[config.mk]
export PLATFORM = sky130hd
export DESIGN_NAME = pixel_to_tile_occupancy_unit
export DESIGN_NICKNAME = d
export VERILOG_FILES = /design/src/hdl/ptoc_pkg.sv /design/src/hdl/ptoc_front.sv /design/src/hdl/ptoc_queue.sv /design/src/hdl/ptoc_back.sv /design/src/hdl/pixel_to_tile_occupancy_unit.sv
export SDC_FILE = /design/constraint.sdc
export NUM_CORES = 1
export LEC_CHECK = 0
export ABC_AREA = 1
export BUFFER_PORTS_ARGS = -buffer_cell sky130_fd_sc_hd__buf_2
export CAP_MARGIN = 30
export CORE_MARGIN = 2
export CORE_UTILIZATION = 50
export DETAILED_ROUTE_END_ITERATION = 8
export PLACE_DENSITY = 0.71
export SLEW_MARGIN = 20
export SYNTH_ARGS = -nofsm -noshare
export SYNTH_HDL_FRONTEND = slang
export SYNTH_SLANG_ARGS = --single-unit
[constraint.sdc]
create_clock -name clk -period 6.3 [get_ports clk]
set_input_delay 0.315 -clock clk [delete_from_list [all_inputs] [get_ports clk]]
set_output_delay 0.315 -clock clk [all_outputs]
set_load 0.02 [all_outputs]
[src/hdl/ptoc_pkg.sv]
package ptoc_pkg;

    localparam int unsigned MAX_TILES_DEFAULT = 64;

    localparam int unsigned CHAN_W     = 8;
    localparam int unsigned TS_W       = 9;
    localparam int unsigned THR_W      = 8;
    localparam int unsigned DIM_W      = 13;
    localparam int unsigned CH_W       = 3;
    localparam int unsigned CFG_IDX_W  = 3;
    localparam int unsigned CFG_DATA_W = 13;
    localparam int unsigned POS_W      = 12;
    localparam int unsigned IN_TILE_W  = 8;
    localparam int unsigned COL_W      = 6;
    localparam int unsigned BOX_W_W    = 7;
    localparam int unsigned BOX_H_W    = 13;
    localparam int unsigned ACC_W      = 14;

    localparam logic [CFG_IDX_W-1:0] REG_TILE_SIZE     = 3'd0;
    localparam logic [CFG_IDX_W-1:0] REG_ALPHA_THRESH  = 3'd1;
    localparam logic [CFG_IDX_W-1:0] REG_IMAGE_WIDTH   = 3'd2;
    localparam logic [CFG_IDX_W-1:0] REG_IMAGE_HEIGHT  = 3'd3;
    localparam logic [CFG_IDX_W-1:0] REG_CHANNEL_COUNT = 3'd4;

    localparam logic [TS_W-1:0]  TILE_SIZE_RESET     = 9'd16;
    localparam logic [THR_W-1:0] ALPHA_THRESH_RESET  = 8'd8;
    localparam logic [DIM_W-1:0] IMAGE_WIDTH_RESET   = 13'd64;
    localparam logic [DIM_W-1:0] IMAGE_HEIGHT_RESET  = 13'd64;
    localparam logic [CH_W-1:0]  CHANNEL_COUNT_RESET = 3'd4;

    localparam logic [TS_W-1:0]  TILE_SIZE_MAX  = 9'd256;
    localparam logic [DIM_W-1:0] IMAGE_DIM_MAX  = 13'd4096;
    localparam logic [CH_W-1:0]  CHANNEL_MAX    = 3'd4;

    localparam logic [COL_W-1:0] MIN_COL_RESET = '1;
    localparam logic [POS_W-1:0] MIN_ROW_RESET = '1;

    typedef struct packed {
        logic [POS_W-1:0] band_index;
        logic             img_end;
    } band_info_t;

endpackage

[src/hdl/ptoc_front.sv]
module ptoc_front #(
    parameter int unsigned MAX_TILES_PER_ROW = ptoc_pkg::MAX_TILES_DEFAULT
) (
    input  logic                              clk,
    input  logic                              rst_n,
    input  logic                              in_valid,
    input  logic                              in_stall,
    input  logic [ptoc_pkg::CHAN_W-1:0]       chan0,
    input  logic [ptoc_pkg::CHAN_W-1:0]       chan1,
    input  logic [ptoc_pkg::CHAN_W-1:0]       chan2,
    input  logic [ptoc_pkg::CHAN_W-1:0]       chan3,
    input  logic [ptoc_pkg::TS_W-1:0]         ts_eff,
    input  logic [ptoc_pkg::THR_W-1:0]        alpha_thresh,
    input  logic [ptoc_pkg::DIM_W-1:0]        width_eff,
    input  logic [ptoc_pkg::DIM_W-1:0]        height_eff,
    input  logic [ptoc_pkg::CH_W-1:0]         ch_eff,
    output logic                              push,
    output logic [MAX_TILES_PER_ROW-1:0]      push_flags,
    output ptoc_pkg::band_info_t              push_info
);

    localparam int unsigned IDX_W = (MAX_TILES_PER_ROW > 1) ? $clog2(MAX_TILES_PER_ROW) : 1;
    localparam int unsigned TCC_W = $clog2(MAX_TILES_PER_ROW + 1);
    localparam logic [TCC_W-1:0] TCC_MAX = TCC_W'(MAX_TILES_PER_ROW);

    logic [ptoc_pkg::POS_W-1:0]     pcol_reg, pcol_next;
    logic [ptoc_pkg::POS_W-1:0]     prow_reg, prow_next;
    logic [ptoc_pkg::IN_TILE_W-1:0] cit_reg, cit_next;
    logic [ptoc_pkg::IN_TILE_W-1:0] rit_reg, rit_next;
    logic [TCC_W-1:0]               tcc_reg, tcc_next;
    logic [ptoc_pkg::POS_W-1:0]     band_reg, band_next;
    logic [MAX_TILES_PER_ROW-1:0]   flags_reg, flags_next;

    logic                           accept;
    logic                           nonempty;
    logic                           set_flag;
    logic [MAX_TILES_PER_ROW-1:0]   flags_set;
    logic                           tile_wrap;
    logic                           row_end;
    logic                           img_end;
    logic                           band_end;

    assign accept = in_valid && !in_stall;

    always_comb
    begin
        if (ch_eff == ptoc_pkg::CHANNEL_MAX && chan3 <= alpha_thresh)
        begin
            nonempty = 1'b0;
        end
        else
        begin
            nonempty = (chan0 != '0)
                    || (ch_eff >= 3'd2 && chan1 != '0)
                    || (ch_eff >= 3'd3 && chan2 != '0)
                    || (ch_eff >= 3'd4 && chan3 != '0);
        end
    end

    assign set_flag  = nonempty && (tcc_reg < TCC_MAX);
    assign flags_set = flags_reg
                     | ({{(MAX_TILES_PER_ROW-1){1'b0}}, set_flag} << tcc_reg[IDX_W-1:0]);

    assign tile_wrap = ({1'b0, cit_reg} + 9'd1) >= ts_eff;
    assign row_end   = ({1'b0, pcol_reg} + 13'd1) >= width_eff;
    assign img_end   = ({1'b0, prow_reg} + 13'd1) >= height_eff;
    assign band_end  = row_end && (img_end || (({1'b0, rit_reg} + 9'd1) >= ts_eff));

    assign push                 = accept && band_end;
    assign push_flags           = flags_set;
    assign push_info.band_index = band_reg;
    assign push_info.img_end    = img_end;

    always_comb
    begin
        pcol_next  = pcol_reg;
        prow_next  = prow_reg;
        cit_next   = cit_reg;
        rit_next   = rit_reg;
        tcc_next   = tcc_reg;
        band_next  = band_reg;
        flags_next = flags_reg;
        if (accept)
        begin
            if (!row_end)
            begin
                pcol_next  = pcol_reg + 12'd1;
                flags_next = flags_set;
                if (tile_wrap)
                begin
                    cit_next = '0;
                    if (tcc_reg < TCC_MAX)
                    begin
                        tcc_next = tcc_reg + TCC_W'(1);
                    end
                end
                else
                begin
                    cit_next = cit_reg + 8'd1;
                end
            end
            else
            begin
                pcol_next = '0;
                cit_next  = '0;
                tcc_next  = '0;
                if (!img_end)
                begin
                    prow_next = prow_reg + 12'd1;
                end
                if (!band_end)
                begin
                    rit_next   = rit_reg + 8'd1;
                    flags_next = flags_set;
                end
                else
                begin
                    rit_next   = '0;
                    flags_next = '0;
                    if (img_end)
                    begin
                        prow_next = '0;
                        band_next = '0;
                    end
                    else
                    begin
                        band_next = band_reg + 12'd1;
                    end
                end
            end
        end
    end

    always_ff @(posedge clk or negedge rst_n)
    begin
        if (!rst_n)
        begin
            pcol_reg  <= '0;
            prow_reg  <= '0;
            cit_reg   <= '0;
            rit_reg   <= '0;
            tcc_reg   <= '0;
            band_reg  <= '0;
            flags_reg <= '0;
        end
        else
        begin
            pcol_reg  <= pcol_next;
            prow_reg  <= prow_next;
            cit_reg   <= cit_next;
            rit_reg   <= rit_next;
            tcc_reg   <= tcc_next;
            band_reg  <= band_next;
            flags_reg <= flags_next;
        end
    end

endmodule

[src/hdl/ptoc_queue.sv]
module ptoc_queue #(
    parameter int unsigned FLAG_W = ptoc_pkg::MAX_TILES_DEFAULT
) (
    input  logic                 clk,
    input  logic                 rst_n,
    input  logic                 push,
    input  logic [FLAG_W-1:0]    push_flags,
    input  ptoc_pkg::band_info_t push_info,
    output logic                 full,
    output logic                 head_valid,
    output logic [FLAG_W-1:0]    head_flags,
    output ptoc_pkg::band_info_t head_info,
    input  logic                 pop
);

    logic [FLAG_W-1:0]    flags_reg [2];
    ptoc_pkg::band_info_t info_reg [2];
    logic                 wr_ptr_reg, wr_ptr_next;
    logic                 rd_ptr_reg, rd_ptr_next;
    logic [1:0]           count_reg, count_next;

    assign full       = (count_reg == 2'd2);
    assign head_valid = (count_reg != 2'd0);
    assign head_flags = flags_reg[rd_ptr_reg];
    assign head_info  = info_reg[rd_ptr_reg];

    always_comb
    begin
        wr_ptr_next = push ? !wr_ptr_reg : wr_ptr_reg;
        rd_ptr_next = pop ? !rd_ptr_reg : rd_ptr_reg;
        count_next  = count_reg + {1'b0, push} - {1'b0, pop};
    end

    always_ff @(posedge clk)
    begin
        if (push)
        begin
            flags_reg[wr_ptr_reg] <= push_flags;
            info_reg[wr_ptr_reg]  <= push_info;
        end
    end

    always_ff @(posedge clk or negedge rst_n)
    begin
        if (!rst_n)
        begin
            wr_ptr_reg <= 1'b0;
            rd_ptr_reg <= 1'b0;
            count_reg  <= '0;
        end
        else
        begin
            wr_ptr_reg <= wr_ptr_next;
            rd_ptr_reg <= rd_ptr_next;
            count_reg  <= count_next;
        end
    end

endmodule

[src/hdl/ptoc_back.sv]
module ptoc_back #(
    parameter int unsigned MAX_TILES_PER_ROW = ptoc_pkg::MAX_TILES_DEFAULT
) (
    input  logic                              clk,
    input  logic                              rst_n,
    input  logic [ptoc_pkg::TS_W-1:0]         ts_eff,
    input  logic [ptoc_pkg::DIM_W-1:0]        width_eff,
    input  logic                              head_valid,
    input  logic [MAX_TILES_PER_ROW-1:0]      head_flags,
    input  ptoc_pkg::band_info_t              head_info,
    output logic                              pop,
    output logic                              out_valid,
    input  logic                              out_stall,
    output logic [ptoc_pkg::COL_W-1:0]        tile_col,
    output logic [ptoc_pkg::POS_W-1:0]        tile_row,
    output logic                              occupied,
    output logic                              band_last,
    output logic                              image_done,
    output logic [ptoc_pkg::COL_W-1:0]        box_x,
    output logic [ptoc_pkg::POS_W-1:0]        box_y,
    output logic [ptoc_pkg::BOX_W_W-1:0]      box_width,
    output logic [ptoc_pkg::BOX_H_W-1:0]      box_height,
    output logic                              box_empty
);

    localparam int unsigned IDX_W = (MAX_TILES_PER_ROW > 1) ? $clog2(MAX_TILES_PER_ROW) : 1;
    localparam logic [IDX_W-1:0] IDX_LAST = IDX_W'(MAX_TILES_PER_ROW - 1);

    logic [IDX_W-1:0]                 idx_reg, idx_next;
    logic [ptoc_pkg::ACC_W-1:0]       acc_reg, acc_next;
    logic [ptoc_pkg::COL_W-1:0]       min_col_reg, min_col_next;
    logic [ptoc_pkg::COL_W-1:0]       max_col_reg, max_col_next;
    logic [ptoc_pkg::POS_W-1:0]       min_row_reg, min_row_next;
    logic [ptoc_pkg::POS_W-1:0]       max_row_reg, max_row_next;
    logic                             any_reg, any_next;
    logic                             ov_reg, ov_next;

    logic [ptoc_pkg::COL_W-1:0]       col_reg, col_next;
    logic [ptoc_pkg::POS_W-1:0]       row_reg, row_next;
    logic                             occ_reg, occ_next;
    logic                             last_reg, last_next;
    logic                             done_reg, done_next;
    logic [ptoc_pkg::COL_W-1:0]       bx_reg, bx_next;
    logic [ptoc_pkg::POS_W-1:0]       by_reg, by_next;
    logic [ptoc_pkg::BOX_W_W-1:0]     bw_reg, bw_next;
    logic [ptoc_pkg::BOX_H_W-1:0]     bh_reg, bh_next;
    logic                             be_reg, be_next;

    logic                             step;
    logic [ptoc_pkg::ACC_W-1:0]       tile_end;
    logic                             last;
    logic                             done;
    logic                             occ;
    logic [ptoc_pkg::COL_W-1:0]       col;
    logic [ptoc_pkg::POS_W-1:0]       row;
    logic [ptoc_pkg::COL_W-1:0]       upd_min_col, upd_max_col;
    logic [ptoc_pkg::POS_W-1:0]       upd_min_row, upd_max_row;
    logic                             upd_any;

    assign step     = head_valid && (!ov_reg || !out_stall);
    assign tile_end = acc_reg + ptoc_pkg::ACC_W'(ts_eff);
    assign last     = (tile_end >= ptoc_pkg::ACC_W'(width_eff)) || (idx_reg == IDX_LAST);
    assign done     = last && head_info.img_end;
    assign occ      = head_flags[idx_reg];
    assign col      = ptoc_pkg::COL_W'(idx_reg);
    assign row      = head_info.band_index;
    assign pop      = step && last;

    always_comb
    begin
        upd_min_col = min_col_reg;
        upd_max_col = max_col_reg;
        upd_min_row = min_row_reg;
        upd_max_row = max_row_reg;
        upd_any     = any_reg;
        if (occ)
        begin
            upd_min_col = (col < min_col_reg) ? col : min_col_reg;
            upd_max_col = (col > max_col_reg) ? col : max_col_reg;
            upd_min_row = (row < min_row_reg) ? row : min_row_reg;
            upd_max_row = (row > max_row_reg) ? row : max_row_reg;
            upd_any     = 1'b1;
        end
    end

    always_comb
    begin
        idx_next     = idx_reg;
        acc_next     = acc_reg;
        min_col_next = min_col_reg;
        max_col_next = max_col_reg;
        min_row_next = min_row_reg;
        max_row_next = max_row_reg;
        any_next     = any_reg;
        ov_next      = ov_reg && out_stall;
        col_next     = col_reg;
        row_next     = row_reg;
        occ_next     = occ_reg;
        last_next    = last_reg;
        done_next    = done_reg;
        bx_next      = bx_reg;
        by_next      = by_reg;
        bw_next      = bw_reg;
        bh_next      = bh_reg;
        be_next      = be_reg;
        if (step)
        begin
            ov_next   = 1'b1;
            col_next  = col;
            row_next  = row;
            occ_next  = occ;
            last_next = last;
            done_next = done;
            bx_next   = '0;
            by_next   = '0;
            bw_next   = '0;
            bh_next   = '0;
            be_next   = 1'b0;
            if (last)
            begin
                idx_next = '0;
                acc_next = '0;
            end
            else
            begin
                idx_next = idx_reg + IDX_W'(1);
                acc_next = tile_end;
            end
            if (done)
            begin
                if (upd_any)
                begin
                    bx_next = upd_min_col;
                    by_next = upd_min_row;
                    bw_next = {1'b0, upd_max_col} - {1'b0, upd_min_col} + 7'd1;
                    bh_next = {1'b0, upd_max_row} - {1'b0, upd_min_row} + 13'd1;
                end
                else
                begin
                    be_next = 1'b1;
                end
                min_col_next = ptoc_pkg::MIN_COL_RESET;
                max_col_next = '0;
                min_row_next = ptoc_pkg::MIN_ROW_RESET;
                max_row_next = '0;
                any_next     = 1'b0;
            end
            else
            begin
                min_col_next = upd_min_col;
                max_col_next = upd_max_col;
                min_row_next = upd_min_row;
                max_row_next = upd_max_row;
                any_next     = upd_any;
            end
        end
    end

    always_ff @(posedge clk or negedge rst_n)
    begin
        if (!rst_n)
        begin
            idx_reg     <= '0;
            acc_reg     <= '0;
            min_col_reg <= ptoc_pkg::MIN_COL_RESET;
            max_col_reg <= '0;
            min_row_reg <= ptoc_pkg::MIN_ROW_RESET;
            max_row_reg <= '0;
            any_reg     <= 1'b0;
            ov_reg      <= 1'b0;
        end
        else
        begin
            idx_reg     <= idx_next;
            acc_reg     <= acc_next;
            min_col_reg <= min_col_next;
            max_col_reg <= max_col_next;
            min_row_reg <= min_row_next;
            max_row_reg <= max_row_next;
            any_reg     <= any_next;
            ov_reg      <= ov_next;
        end
    end

    always_ff @(posedge clk)
    begin
        col_reg  <= col_next;
        row_reg  <= row_next;
        occ_reg  <= occ_next;
        last_reg <= last_next;
        done_reg <= done_next;
        bx_reg   <= bx_next;
        by_reg   <= by_next;
        bw_reg   <= bw_next;
        bh_reg   <= bh_next;
        be_reg   <= be_next;
    end

    assign out_valid  = ov_reg;
    assign tile_col   = col_reg;
    assign tile_row   = row_reg;
    assign occupied   = occ_reg;
    assign band_last  = last_reg;
    assign image_done = done_reg;
    assign box_x      = bx_reg;
    assign box_y      = by_reg;
    assign box_width  = bw_reg;
    assign box_height = bh_reg;
    assign box_empty  = be_reg;

endmodule

[src/hdl/pixel_to_tile_occupancy_unit.sv]
// Channel   Direction  Handshake            Payload
// pixel     in         in_valid / in_stall  chan0, chan1, chan2, chan3
// tile      out        out_valid/ out_stall tile_col .. box_empty
// config    in         cfg_we               cfg_index, cfg_data
//
// One pixel word is taken per cycle unless in_stall is set; a band's tile words
// leave one per cycle unless out_stall is set, as the front end takes the next band.
// The front end stalls only when both band slots of the queue are full.
// Reset clears position, band queue and bounding box at once; no clearing pass.
// A closed band goes into a queue slot; the back end then registers its tile words.
module pixel_to_tile_occupancy_unit #(
    parameter int unsigned MAX_TILES_PER_ROW = ptoc_pkg::MAX_TILES_DEFAULT
) (
    input  logic                              clk,
    input  logic                              rst_n,
    input  logic                              in_valid,
    output logic                              in_stall,
    input  logic [ptoc_pkg::CHAN_W-1:0]       chan0,
    input  logic [ptoc_pkg::CHAN_W-1:0]       chan1,
    input  logic [ptoc_pkg::CHAN_W-1:0]       chan2,
    input  logic [ptoc_pkg::CHAN_W-1:0]       chan3,
    output logic                              out_valid,
    input  logic                              out_stall,
    output logic [ptoc_pkg::COL_W-1:0]        tile_col,
    output logic [ptoc_pkg::POS_W-1:0]        tile_row,
    output logic                              occupied,
    output logic                              band_last,
    output logic                              image_done,
    output logic [ptoc_pkg::COL_W-1:0]        box_x,
    output logic [ptoc_pkg::POS_W-1:0]        box_y,
    output logic [ptoc_pkg::BOX_W_W-1:0]      box_width,
    output logic [ptoc_pkg::BOX_H_W-1:0]      box_height,
    output logic                              box_empty,
    input  logic                              cfg_we,
    input  logic [ptoc_pkg::CFG_IDX_W-1:0]    cfg_index,
    input  logic [ptoc_pkg::CFG_DATA_W-1:0]   cfg_data
);

    logic [ptoc_pkg::TS_W-1:0]    ts_reg, ts_next;
    logic [ptoc_pkg::THR_W-1:0]   thr_reg, thr_next;
    logic [ptoc_pkg::DIM_W-1:0]   width_reg, width_next;
    logic [ptoc_pkg::DIM_W-1:0]   height_reg, height_next;
    logic [ptoc_pkg::CH_W-1:0]    ch_reg, ch_next;

    logic [ptoc_pkg::TS_W-1:0]    ts_eff;
    logic [ptoc_pkg::DIM_W-1:0]   width_eff;
    logic [ptoc_pkg::DIM_W-1:0]   height_eff;
    logic [ptoc_pkg::CH_W-1:0]    ch_eff;

    logic                         push;
    logic [MAX_TILES_PER_ROW-1:0] push_flags;
    ptoc_pkg::band_info_t         push_info;
    logic                         full;
    logic                         head_valid;
    logic [MAX_TILES_PER_ROW-1:0] head_flags;
    ptoc_pkg::band_info_t         head_info;
    logic                         pop;

    always_comb
    begin
        ts_next     = ts_reg;
        thr_next    = thr_reg;
        width_next  = width_reg;
        height_next = height_reg;
        ch_next     = ch_reg;
        if (cfg_we)
        begin
            case (cfg_index)
                ptoc_pkg::REG_TILE_SIZE:     ts_next     = cfg_data[ptoc_pkg::TS_W-1:0];
                ptoc_pkg::REG_ALPHA_THRESH:  thr_next    = cfg_data[ptoc_pkg::THR_W-1:0];
                ptoc_pkg::REG_IMAGE_WIDTH:   width_next  = cfg_data;
                ptoc_pkg::REG_IMAGE_HEIGHT:  height_next = cfg_data;
                ptoc_pkg::REG_CHANNEL_COUNT: ch_next     = cfg_data[ptoc_pkg::CH_W-1:0];
                default:                     ;
            endcase
        end
    end

    always_ff @(posedge clk or negedge rst_n)
    begin
        if (!rst_n)
        begin
            ts_reg     <= ptoc_pkg::TILE_SIZE_RESET;
            thr_reg    <= ptoc_pkg::ALPHA_THRESH_RESET;
            width_reg  <= ptoc_pkg::IMAGE_WIDTH_RESET;
            height_reg <= ptoc_pkg::IMAGE_HEIGHT_RESET;
            ch_reg     <= ptoc_pkg::CHANNEL_COUNT_RESET;
        end
        else
        begin
            ts_reg     <= ts_next;
            thr_reg    <= thr_next;
            width_reg  <= width_next;
            height_reg <= height_next;
            ch_reg     <= ch_next;
        end
    end

    // Out-of-range register values are clamped into their legal ranges.
    assign ts_eff     = (ts_reg == '0) ? 9'd1
                      : ((ts_reg > ptoc_pkg::TILE_SIZE_MAX) ? ptoc_pkg::TILE_SIZE_MAX : ts_reg);
    assign width_eff  = (width_reg == '0) ? 13'd1
                      : ((width_reg > ptoc_pkg::IMAGE_DIM_MAX) ? ptoc_pkg::IMAGE_DIM_MAX
                                                               : width_reg);
    assign height_eff = (height_reg == '0) ? 13'd1
                      : ((height_reg > ptoc_pkg::IMAGE_DIM_MAX) ? ptoc_pkg::IMAGE_DIM_MAX
                                                                : height_reg);
    assign ch_eff     = (ch_reg == '0) ? 3'd1
                      : ((ch_reg > ptoc_pkg::CHANNEL_MAX) ? ptoc_pkg::CHANNEL_MAX : ch_reg);

    assign in_stall = full;

    ptoc_front #(
        .MAX_TILES_PER_ROW (MAX_TILES_PER_ROW)
    ) u_front (
        .clk          (clk),
        .rst_n        (rst_n),
        .in_valid     (in_valid),
        .in_stall     (in_stall),
        .chan0        (chan0),
        .chan1        (chan1),
        .chan2        (chan2),
        .chan3        (chan3),
        .ts_eff       (ts_eff),
        .alpha_thresh (thr_reg),
        .width_eff    (width_eff),
        .height_eff   (height_eff),
        .ch_eff       (ch_eff),
        .push         (push),
        .push_flags   (push_flags),
        .push_info    (push_info)
    );

    ptoc_queue #(
        .FLAG_W (MAX_TILES_PER_ROW)
    ) u_queue (
        .clk        (clk),
        .rst_n      (rst_n),
        .push       (push),
        .push_flags (push_flags),
        .push_info  (push_info),
        .full       (full),
        .head_valid (head_valid),
        .head_flags (head_flags),
        .head_info  (head_info),
        .pop        (pop)
    );

    ptoc_back #(
        .MAX_TILES_PER_ROW (MAX_TILES_PER_ROW)
    ) u_back (
        .clk        (clk),
        .rst_n      (rst_n),
        .ts_eff     (ts_eff),
        .width_eff  (width_eff),
        .head_valid (head_valid),
        .head_flags (head_flags),
        .head_info  (head_info),
        .pop        (pop),
        .out_valid  (out_valid),
        .out_stall  (out_stall),
        .tile_col   (tile_col),
        .tile_row   (tile_row),
        .occupied   (occupied),
        .band_last  (band_last),
        .image_done (image_done),
        .box_x      (box_x),
        .box_y      (box_y),
        .box_width  (box_width),
        .box_height (box_height),
        .box_empty  (box_empty)
    );

endmodule
# == After elaboration in Yosys (flattened, before gate mapping) ==
# Memory sizes are Yosys's and may differ from the RTL's.
# Index checks and enable logic that the tools add are counted.
# totals
reg_bits,291
latchBits,0
ramBits,154
rom_bits,0
input_bits,53
output_inout_bits,62
wordCells,169
mem_count,2
# classes
n_addsub,18
mul,0
div,0
n_lt_le_gt_ge,19
eq_ne,7
shifts,1
n_mux,44
n_bitwise,1
reduce_logical,44
# mem_list
memory,words,word_bits,rd,rd_ports_with_merged_regs,write_ports,line,text
u_queue.flags_reg,2,64,1,0,1,ptoc_queue.sv:16,logic [FLAG_W-1:0] flags_reg [2];
u_queue.info_reg,2,13,1,0,1,ptoc_queue.sv:17,ptoc_pkg::band_info_t info_reg [2];
# ops
operator,n
$mux 12,11
$mux 64,2
$or 64x64->64,1
$shl 1x6->64,1
$mux 13,4
$mux 6,7
$add 12x1->12 const B,3
$reduce_bool 8->1,4
$add 12x1->13 const B,2
$ge 13x13->1,2
$gt 13x13->1 const B,2
$logic_not 13->1,2
$mux 8,3
$mux 7,3
$add 8x1->9 const B,2
$ge 9x9->1,2
$mux 9,2
$add 8x1->8 const B,2
$add 14x9->14,1
$add 7x1->7 const B,2
$ge 14x13->1,1
$mux 14,1
$reduce_and 2->1,7
$add 13x1->13 const B,1
31 further kinds,66

# == Logic depth before layout (Yosys ltp) ==
# Gate-level depths: netlist of the first run.
# logic_depth
depth_word,14
ltp_mapped,35
mapped_depth_nobuf,31

# == Hierarchy ==
# Synthesis of the first run repeated with hierarchy kept, for this count alone.
# hier_totals
cells_unflattened,2965
hier_area_um2,25953.6
# by_module_without_submodules
module,instances,cells_each,area_per_inst_um2,seq_area_each_um2
ptoc_back,1,1194,8757.1,3275.6
ptoc_front,1,1076,8546.9,3078.0
ptoc_queue,1,427,6284.8,4724.5
pixel_to_tile_occupancy_unit,1,268,2364.8,1157.4

# == Least setup slack after synthesis of the first run ==
# OpenSTA, ideal clock, no wires.
# synth_path
kind,register -> register
from,register u_front.pcol_reg[0] in the netlist's numbering
to,"memory u_queue.flags_reg[0][0] in the netlist's numbering, enable pin"
setup_ns,0.513
t_arrival_ns,6.151
required_time_ns,5.787
setup_slack_ns,-0.364
stages_incl_launch_ff,23
n_path_buf,2
synth_period_minus_slack_ns,6.664
path_cell_list,dfrtp_1 -> ha_1 -> nand3_1 -> nor2_1 -> nand2_1 -> nor2_1 -> inv_1 -> nor2_1 -> inv_1 -> nor2_1 -> xor2_1 -> inv_1 -> ha_1 -> a21oi_1 -> o21ai_0 -> a21oi_1 -> nand3_1 -> nand2_2 -> inv_2 -> nand2_1 -> buf_2 -> buf_2 -> nor2_1
# synth_via
elab_chain_len,6
# synth_lines
item,line,text
start: declaration,ptoc_front.sv:26,"logic [ptoc_pkg::POS_W-1:0] pcol_reg, pcol_next;"
start signal: assignment,ptoc_front.sv:148,pcol_reg <= pcol_next;
$add 12x1->13,ptoc_front.sv:65,"assign row_end = ({1'b0, pcol_reg} + 13'd1) >= width_eff;"
$ge 13x13->1,ptoc_front.sv:65,
$logic_and 1x1->1,ptoc_front.sv:67,"assign band_end = row_end && (img_end || (({1'b0, rit_reg} + 9'd1) >= ts_eff));"
$logic_and 1x1->1,ptoc_front.sv:69,assign push = accept && band_end;
$mux 1,ptoc_queue.sv:36,if (push)
$mux 1 (not written as such),ptoc_queue.sv:38,flags_reg[wr_ptr_reg] <= push_flags;
end: declaration,ptoc_queue.sv:16,
# No other way between the ends.

==> results summary, run 1 <==
The register bit total from synthesis is 445. The largest net degree at the start of global routing came out at 164. For the final database, setup skew stands at 0.02021 ns. Clock latency on the worst-skew pair, taken at its later pin, is 0.59 ns.

The cell count after synthesis came out at 2876. The maximum single-stage delay on the critical path came out at 0.50 ns. Grouping stages by cell kind, the critical path spends the most delay in simple AND/OR/NAND/NOR gates. The total wire length is 61950 µm. The number of buffers added on ports came out at 114. The flow ran to the end, and the final reports show no timing, DRC or antenna violations. The placed wire-length estimate is 42440 µm. The synthesized area divided by synthesized cell count came out at 8.542 µm². The met3 usage is 0.03825.

The congestion estimate from routability-driven global placement came to 0.9472. The core occupancy in the finished layout came out at 0.5617. The achievable frequency is 188.7 MHz. The H-tree depth came out at 2.

The initial core utilization came out at 0.5039. The first detailed-routing pass ran for 8 iterations. For the pin with the worst max-slew slack, the measured transition is 1.060 ns. The number of endpoints failing setup at the final stage came out at 0. The number of global-route vias before repair came out at 19280. In this run the critical register-to-register path is captured at u_back.box_height[9].

Across the VDD grid, the largest voltage drop is 0.0004933 V. The power density over the cells is 595.6 nW/µm². The worst endpoint required time is 6.63 ns. The number of antenna cells inserted came out at 0. The routed layout has 19640 vias.

The die area came out at 50920 µm². The final number of hold-violating endpoints is 0. The unique cell type count in the Yosys netlist is 56. No sink is reached through more buffers than the 3 on the longest clock path. The count of final max-slew check failures was 0. For this run, the number of Yosys warnings is 0. The layout overhead on the synthesized area is 11.46%. The path depth of the worst reg2reg path came out at 28. For the finished layout, the period the worst path requires is 5.301 ns. In the global route stage, overall resource usage came out at 0.2470. Summing all non-filler instances in the final layout gives an area of 27380 µm². Using the TritonRoute via totals, the vias-per-cell ratio works out to 5.360. The first-pass GRT wire length came out at 99800 µm. The min-delay analysis places its worst path in the category primary input to register.

The area of placed instances came out at 25740 µm². The slowest library cell on the worst path is sky130_fd_sc_hd__dfrtp_2. After clock tree synthesis, the clock-pin slew on the worst setup and hold paths is 0.06 ns. The tree is rooted in a sky130_fd_sc_hd__clkbuf_16. The count of buffering cells on the critical path with inverters included came out at 7. The number of clock buffers added by TritonCTS is 48. The number of antenna violations at the first check in global routing came out at 0. The post-synthesis instance area is 24570 µm².

The row count came out at 81. Summed over all failing endpoints, the final setup total negative slack is 0 ns. Setup repair after global routing left no endpoint under its margin.

The most critical setup path has its startpoint at u_queue.rd_ptr_reg. For this run, global-route usage on met2 was measured as 0.4139. The area of the placeable core is 48750 µm². The layer flagged by global routing as most heavily used is met2. The number of enable flip-flop cells after synthesis is 214. The worst relative slew slack came out at 0.2880. The worst register-to-register path begins at u_queue.rd_ptr_reg. The path type of the worst setup path is register to register. The synthesized net count is 3079. The tree built by TritonCTS fans out to 445 sinks. The total congestion overflow came out at 0. The violation count after the first detailed-route iteration is 1848. The fraction of final layout cells sized beyond drive strength 1 is 0.1033.

The async set-or-reset flop fraction in the synthesized netlist is 0.5191. The most used flip-flop cell after synthesis is sky130_fd_sc_hd__edfxtp_1. The met1 track demand over resource in global routing is 0.3273.

After detailed routing, the number of remaining DRC violations is 0. The number of top-level design ports is 115. Post-CTS repair changed the size of 0 cells. The die span in x is 225.7 µm. The highest fanout seen on the critical path is 14.

The category of the worst setup path launch point is a register. The vertical extent of the die is 225.7 µm. The worst setup path is captured at a register. The final layout contains 3165 nets. TritonCTS built the clock tree. The number of routed nets with antenna violations came out at 0. Across all register-to-register paths, the minimum setup slack is 1.0 ns. The proportion of synthesized chip area in sequential cells is 0.4981. The number of violations of the max-capacitance limit is 0. The most critical setup path has its endpoint at u_back.box_height[9].

The path length in cells of the critical path is 28. Of the available clock period, the critical path in the final layout requires 0.8414. The standby leakage power is 0.01332 µW. The flip-flop count of the largest register, all copies and words added came out at 128. The arrival time at the worst endpoint came out at 5.63 ns.

The wire length per cell came out at 16.90 µm.
[where the power goes]
part	total (µW)	internal, µW	leakage, µW	switching (µW)
combinational	9150	2940	0.00751	6200
sequential	4220	3830	0.00501	388
clock	2940	1750	0.000797	1190
total	16300	8530	0.0133	7780
[cells in the mapped netlist (3+ instances only)]
master                     count  area, µm²
sky130_fd_sc_hd__a21o_1        3      22.52
sky130_fd_sc_hd__a21oi_1      96      480.5
sky130_fd_sc_hd__a21oi_4       8      130.1
sky130_fd_sc_hd__a31oi_1       3      18.77
sky130_fd_sc_hd__buf_1         6      22.52
sky130_fd_sc_hd__buf_2        34      170.2
sky130_fd_sc_hd__buf_4         9      67.56
sky130_fd_sc_hd__buf_6         5      56.30
sky130_fd_sc_hd__clkbuf_1     45      168.9
sky130_fd_sc_hd__clkinv_1      6      22.52
sky130_fd_sc_hd__dfrtp_1     208       5205
sky130_fd_sc_hd__dfstp_2      23      604.3
sky130_fd_sc_hd__edfxtp_1    214       6426
sky130_fd_sc_hd__ha_1        148       1852
sky130_fd_sc_hd__inv_1       363       1363
sky130_fd_sc_hd__inv_2         4      15.01
sky130_fd_sc_hd__nand2_1     666       2500
sky130_fd_sc_hd__nand2_2       9      56.30
sky130_fd_sc_hd__nand2_4       3      33.78
sky130_fd_sc_hd__nand3_1     179      895.9
sky130_fd_sc_hd__nand3b_1      5      37.54
sky130_fd_sc_hd__nand4_1      29      181.4
sky130_fd_sc_hd__nor2_1      356       1336
sky130_fd_sc_hd__nor2_2       12      75.07
sky130_fd_sc_hd__nor2_4       12      135.1
sky130_fd_sc_hd__nor3_1       34      170.2
sky130_fd_sc_hd__nor4_1       10      62.56
sky130_fd_sc_hd__o211ai_1     17      127.6
sky130_fd_sc_hd__o21ai_0     209       1046
sky130_fd_sc_hd__o21ai_1      24      120.1
sky130_fd_sc_hd__o21bai_1     14      105.1
sky130_fd_sc_hd__o22ai_1       7      43.79
sky130_fd_sc_hd__o31ai_1       5      37.54
sky130_fd_sc_hd__or2_2        13      81.33
sky130_fd_sc_hd__xnor2_1       8      70.07
sky130_fd_sc_hd__xor2_1       63      551.8
[cell families after synthesis]
logic type,after synthesis,synth area share
AND/OR/NAND/NOR,1334,0.2291
AO/OA/AOI/OAI,401,0.09203
XOR/XNOR,71,0.02531
buffers and inverters,475,0.07843
flip-flops,445,0.4981
adder cells (fa/ha/maj),150,0.07701
[layout by cell type, fill, tap and decap left out, drive strengths merged, types with 7 or more instances in the layout]
cell,instances
clkbuf,61
xnor2,8
bufinv,7
inv,370
ha,148
edfxtp,214
buf,136
dfstp,23
clkinv,23
nand4,30
nand3,182
dfrtp,208
nand2,678
nor3,34
o21ai,235
nor4,10
xor2,63
o211ai,18
or2,13
o21bai,14
o22ai,7
a21oi,105
nor2,380
[worst min-delay path by stage]
stage / cells after the start / end / startpoint / slack [ns]
2_1_floorplan: 0 / ch_reg[0] / rst_n / 0.02
3_3_place_gp: 1 / u_back.max_row_reg[1] / rst_n / 0.35
3_5_place_dp: 1 / u_back.max_row_reg[1] / rst_n / 0.34
4_1_cts: 3 / height_reg[11] / cfg_data[11] / 0.03
5_1_grt: 3 / width_reg[11] / cfg_data[11] / 0.05
6_report: 3 / width_reg[11] / cfg_data[11] / 0.05
[area by class of cell]
| cell class | instances | area (µm²) |
|---|---|---|
| fillers | 4196 | 21370 |
| flip-flops and latches | 445 | 12240 |
| multi-input cells | 1956 | 10450 |
| inverters | 374 | 1408 |
| clock buffers | 61 | 1301 |
| well taps | 664 | 830.8 |
| repair buffers | 137 | 823.3 |
| clock inverters | 28 | 330.3 |
[metal layers]
metal	wire length, µm	vias up
met1	26730	9248
met2	29140	704
met3	4130	138
met5	0	-
li1	-	9553
met4	1950	0
[worst reg2reg max path: cells and delay by family (launching register included)]
kind,cells,cell delay (ns)
adder cells (fa/ha/maj),4,1.22
buffers and inverters,7,0.70
flip-flops,1,0.50
AND/OR/NAND/NOR,13,2.02
AO/OA/AOI/OAI,3,0.42
XOR/XNOR,1,0.19
[what timing repair did]
action                     in CTS  in global routing
hold endpoints to repair       54                  0
setup endpoints to repair       0                  0
buffers inserted                0                  0
hold buffers                    1                  0
[per-stage QoR]
stage,hold slack (ns),setup slack (ns),cells,total power [µW]
floorplan,0.01941,-0.3637,2876,10990
finish,0.04546,0.9993,3665,16310
detailed placement,0.3432,1.063,3575,13330
global placement,0.3458,1.095,3572,13000
CTS,0.02790,1.056,3665,16300
global route,0.04688,0.5181,3665,17650
No activity file was read; power rests on OpenSTA's default activity.
==> run 2, diff against run 1 <==
PLACE_DENSITY = 0.68   (was 0.71)
clock period = 5.2 ns   (was 6.3 ns; I/O delays follow)
==> run 2 against run 1 <==
  * Worst setup slack worse by 0.66 ns
  * Final cell count is 1.2% higher
  * Global-route usage down 0.24 points
  * Register-to-register slack worse by 0.66 ns
  * Routed wire length decreased by 0.26%
  * Critical endpoint unchanged
  * Core utilization rose by 0.90 points
  * Critical path depth is 2 lower
  * Combinational power up 26%
  * Count of clock-buffer cells in the layout is 2 higher
  * Worst hold slack worse by 0.011 ns
  * Maximum frequency grew 9.0%
  * Highest routed layer unchanged
  * Flip-flop and latch count unchanged
==> results summary, run 2 (synthesis gave the netlist of run 1 again) <==
The internal power contribution came out at 10580 µW (was 8525 µW). Highest-count cells in the layout ignoring fill and taps: sky130_fd_sc_hd__nand2_1 (664), sky130_fd_sc_hd__inv_1 (363), sky130_fd_sc_hd__nor2_1 (354) (was sky130_fd_sc_hd__nand2_1 (665), sky130_fd_sc_hd__inv_1 (363), sky130_fd_sc_hd__nor2_1 (354)). The path type of the worst setup path was register to register (unchanged). The die span in x is 225.7 µm (unchanged). The number of endpoints failing setup at the final stage is 0 (unchanged). The count of cells along the worst hold path came out at 3 (unchanged). The count of final max-slew check failures is 0 (unchanged). The global-route usage over all layers came to 0.2446 (was 0.2470). The violation count after the first detailed-route iteration came to 1712 (was 1848). The number of top-level design ports is 115 (unchanged). The global placement routability congestion came out at 0.9308 (was 0.9472).

The H-tree depth is 2 (unchanged). The power density over the cells came out at 724.2 nW/µm² (was 595.6 nW/µm²). The number of global-route vias before repair came to 19170 (was 19280). The number of optimization iterations in the first detailed-route pass is 5 (was 8).

The share of power burned in combinational logic came out at 0.570 (was 0.561). The wire length per cell came out at 16.66 µm (was 16.90 µm). The layout overhead on the synthesized area is 13.24% (was 11.46%). The fraction of the cycle the final worst path needs came out at 0.9353 (was 0.8414).

The latest clock arrival within the worst-skew pair came to 0.61 ns (was 0.59 ns). The net switching share of the total power is 0.4746 (was 0.4772). The number of buffers added on ports came to 114 (unchanged).

The fraction of final layout cells sized beyond drive strength 1 is 0.1170 (was 0.1033). The leading cell type in the layout, fill and taps excluded is sky130_fd_sc_hd__nand2_1 (unchanged). The maximum single-stage delay on the critical path is 0.43 ns (was 0.50 ns).

The routed via count came to 19820 (was 19640). The type of the most critical hold path is primary input to register (unchanged). The standby leakage power is 0.01355 µW (was 0.01332 µW).

The initial core utilization is 0.5039 (unchanged). The count of non-filler cells in the finished layout came out at 3708 (was 3665). The die area is 50920 µm² (unchanged). The final number of hold-violating endpoints came to 0 (unchanged). The total power draw is 20150 µW (was 16310 µW). The master cell of the clock root buffer was sky130_fd_sc_hd__clkbuf_16 (unchanged). The worst setup margin came out at 0.3362 ns (was 0.9993 ns). The TritonCTS clock tree was yes (unchanged). The slowest library cell on the worst path is sky130_fd_sc_hd__dfrtp_2 (unchanged).

The summed area of non-filler cells in the final layout came to 27820 µm² (was 27380 µm²). The maximum vdd drop came out at 0.0005055 V (was 0.0004933 V). The final period demand of the worst path is 4.864 ns (was 5.301 ns). The path depth of the worst reg2reg path was 26 (was 28). The share of power burned in the clock network came out at 0.176 (was 0.180). The worst relative slew slack is 0.3229 (was 0.2880). The fraction of power consumed by sequential logic is 0.253 (was 0.259). The maximum clock path buffer count came out at 3 (unchanged). The arrival time at the worst endpoint is 5.23 ns (was 5.63 ns).

The clock skew after layout came out at 0.03109 ns (was 0.02021 ns). The area of the placeable core came out at 48750 µm² (unchanged). The number of antenna cells inserted is 0 (unchanged).

The worst slack at placement is 0.02001 ns (was 1.063 ns). Among the stages of the critical path, the cell type that occurs most often is sky130_fd_sc_hd__nand2_1. The layout net count is 3209 (was 3165). The total wire length came out at 61790 µm (was 61950 µm). The clock input transition at the sequential cells of the worst setup and hold paths came out at 0.06 ns (about the same). The first-pass GRT wire length came out at 98530 µm (was 99800 µm). The nature of the critical path endpoint is a register (unchanged). The actual slew at the worst max-slew pin came out at 1.008 ns (was 1.060 ns).

The placed wire-length estimate is 42880 µm (was 42440 µm). The total instance count after detailed placement came to 3602 (was 3575). The total congestion overflow is 0 (unchanged). The DRC violations left came out at 0 (unchanged). The highest fanout seen on the critical path is 13 (was 14). The number of clock sinks is 445 (unchanged). The vertical extent of the die is 225.7 µm (unchanged). Status: completed (unchanged). The flip-flop count of the largest register, all copies and words added was 128 (unchanged). The achievable frequency is 205.6 MHz (was 188.7 MHz).

The number of vias per cell is 5.346 (was 5.360). The net switching power came to 9560 µW (was 7783 µW). The number of antenna violations at the first check in global routing was 0 (unchanged). The area of placed instances came to 25930 µm² (was 25740 µm²). The number of violations of the max-capacitance limit was 0 (unchanged). The number of routed nets with antenna violations came out at 0 (unchanged). The TritonCTS buffer count was 48 (unchanged). The row count came out at 81 (unchanged).

The category of the worst setup path launch point is a register (unchanged). The worst endpoint required time came out at 5.56 ns (was 6.63 ns). The largest net degree at the start of global routing came out at 98 (was 164).
-- run 2: cell types whose count changed in the layout (fill, tap and decap cells not counted), sizes merged --
cell         previous run  this run
dlygate4sd3             1         6
inv                   370       369
clkbuf                 61        64
bufinv                  7         6
clkinv                 23        21
buf                   136       174
clkinvlp                2         3
-- run 2: area by class of cell --
cell class | instances | area [µm²]
fillers | 4232 | 20930
flip-flops and latches | 445 | 12240
multi-input cells | 1956 | 10470
inverters | 374 | 1408
clock buffers | 63 | 1339
repair buffers | 181 | 1230
well taps | 664 | 830.8
clock inverters | 25 | 304.0
-- run 2: layer usage --
metal | part of all wire | track usage
met2 | 0.48 | 0.4092
met4 | 0.030 | 0.08545
met1 | 0.43 | 0.3243
met5 | 0 | 0
met3 | 0.062 | 0.03786
-- run 2: worst paths after layout --
kind / start / end / slack, ns
min: cfg_data[3] / thr_reg[3] / 0.03
min reg2reg: u_back.max_row_reg[7] / u_back.max_row_reg[7] / 0.48
min in group asynchronous: rst_n / u_back.max_row_reg[0] / 0.29
max: u_queue.rd_ptr_reg / u_back.box_height[9] / 0.34
max in group asynchronous: rst_n / u_queue.rd_ptr_reg / 3.49
max reg2reg: u_queue.rd_ptr_reg / u_back.box_height[9] / 0.34
-- run 2: critical path, delay by kind of cell (launching register included) --
| family | cells | cell delay, ns |
|---|---|---|
| xor+xnor | 1 | 0.18 |
| simple gates | 11 | 1.33 |
| fa+ha+maj | 3 | 1.00 |
| compound gates | 7 | 1.15 |
| flops | 1 | 0.43 |
| buf+inv | 4 | 0.50 |
-- run 2: timing repair --
item / CTS / global route
endpoints found under the hold margin: 99 / 0
setup endpoints to repair: 0 / 21
hold buffers: 6 / 0
setup buffers: 0 / 9
resized for setup: 0 / 10
-- run 2: through the flow --
step | hold slack, ns | TNS, ns | utilization
final | 0.03435 | 0 | 0.5707
after global routing | 0.03198 | -0.01390 | 0.5707
after CTS | 0.008907 | 0 | 0.5669
after detailed placement | 0.3720 | 0 | 0.5319
after global placement | 0.3656 | 0 | 0.5314
after floorplan | -0.03559 | -25.78 | -
-- run 2: power by group through the flow --
stage | Clock (µW) | Sequential (µW) | Combinational, µW
final | 3550 | 5100 | 11500
after global routing | 3750 | 5170 | 12800
after CTS | 3610 | 5100 | 11300
after detailed placement | 0 | 5160 | 11300
after floorplan | 0 | 5310 | 8010
after global placement | 0 | 5140 | 10900
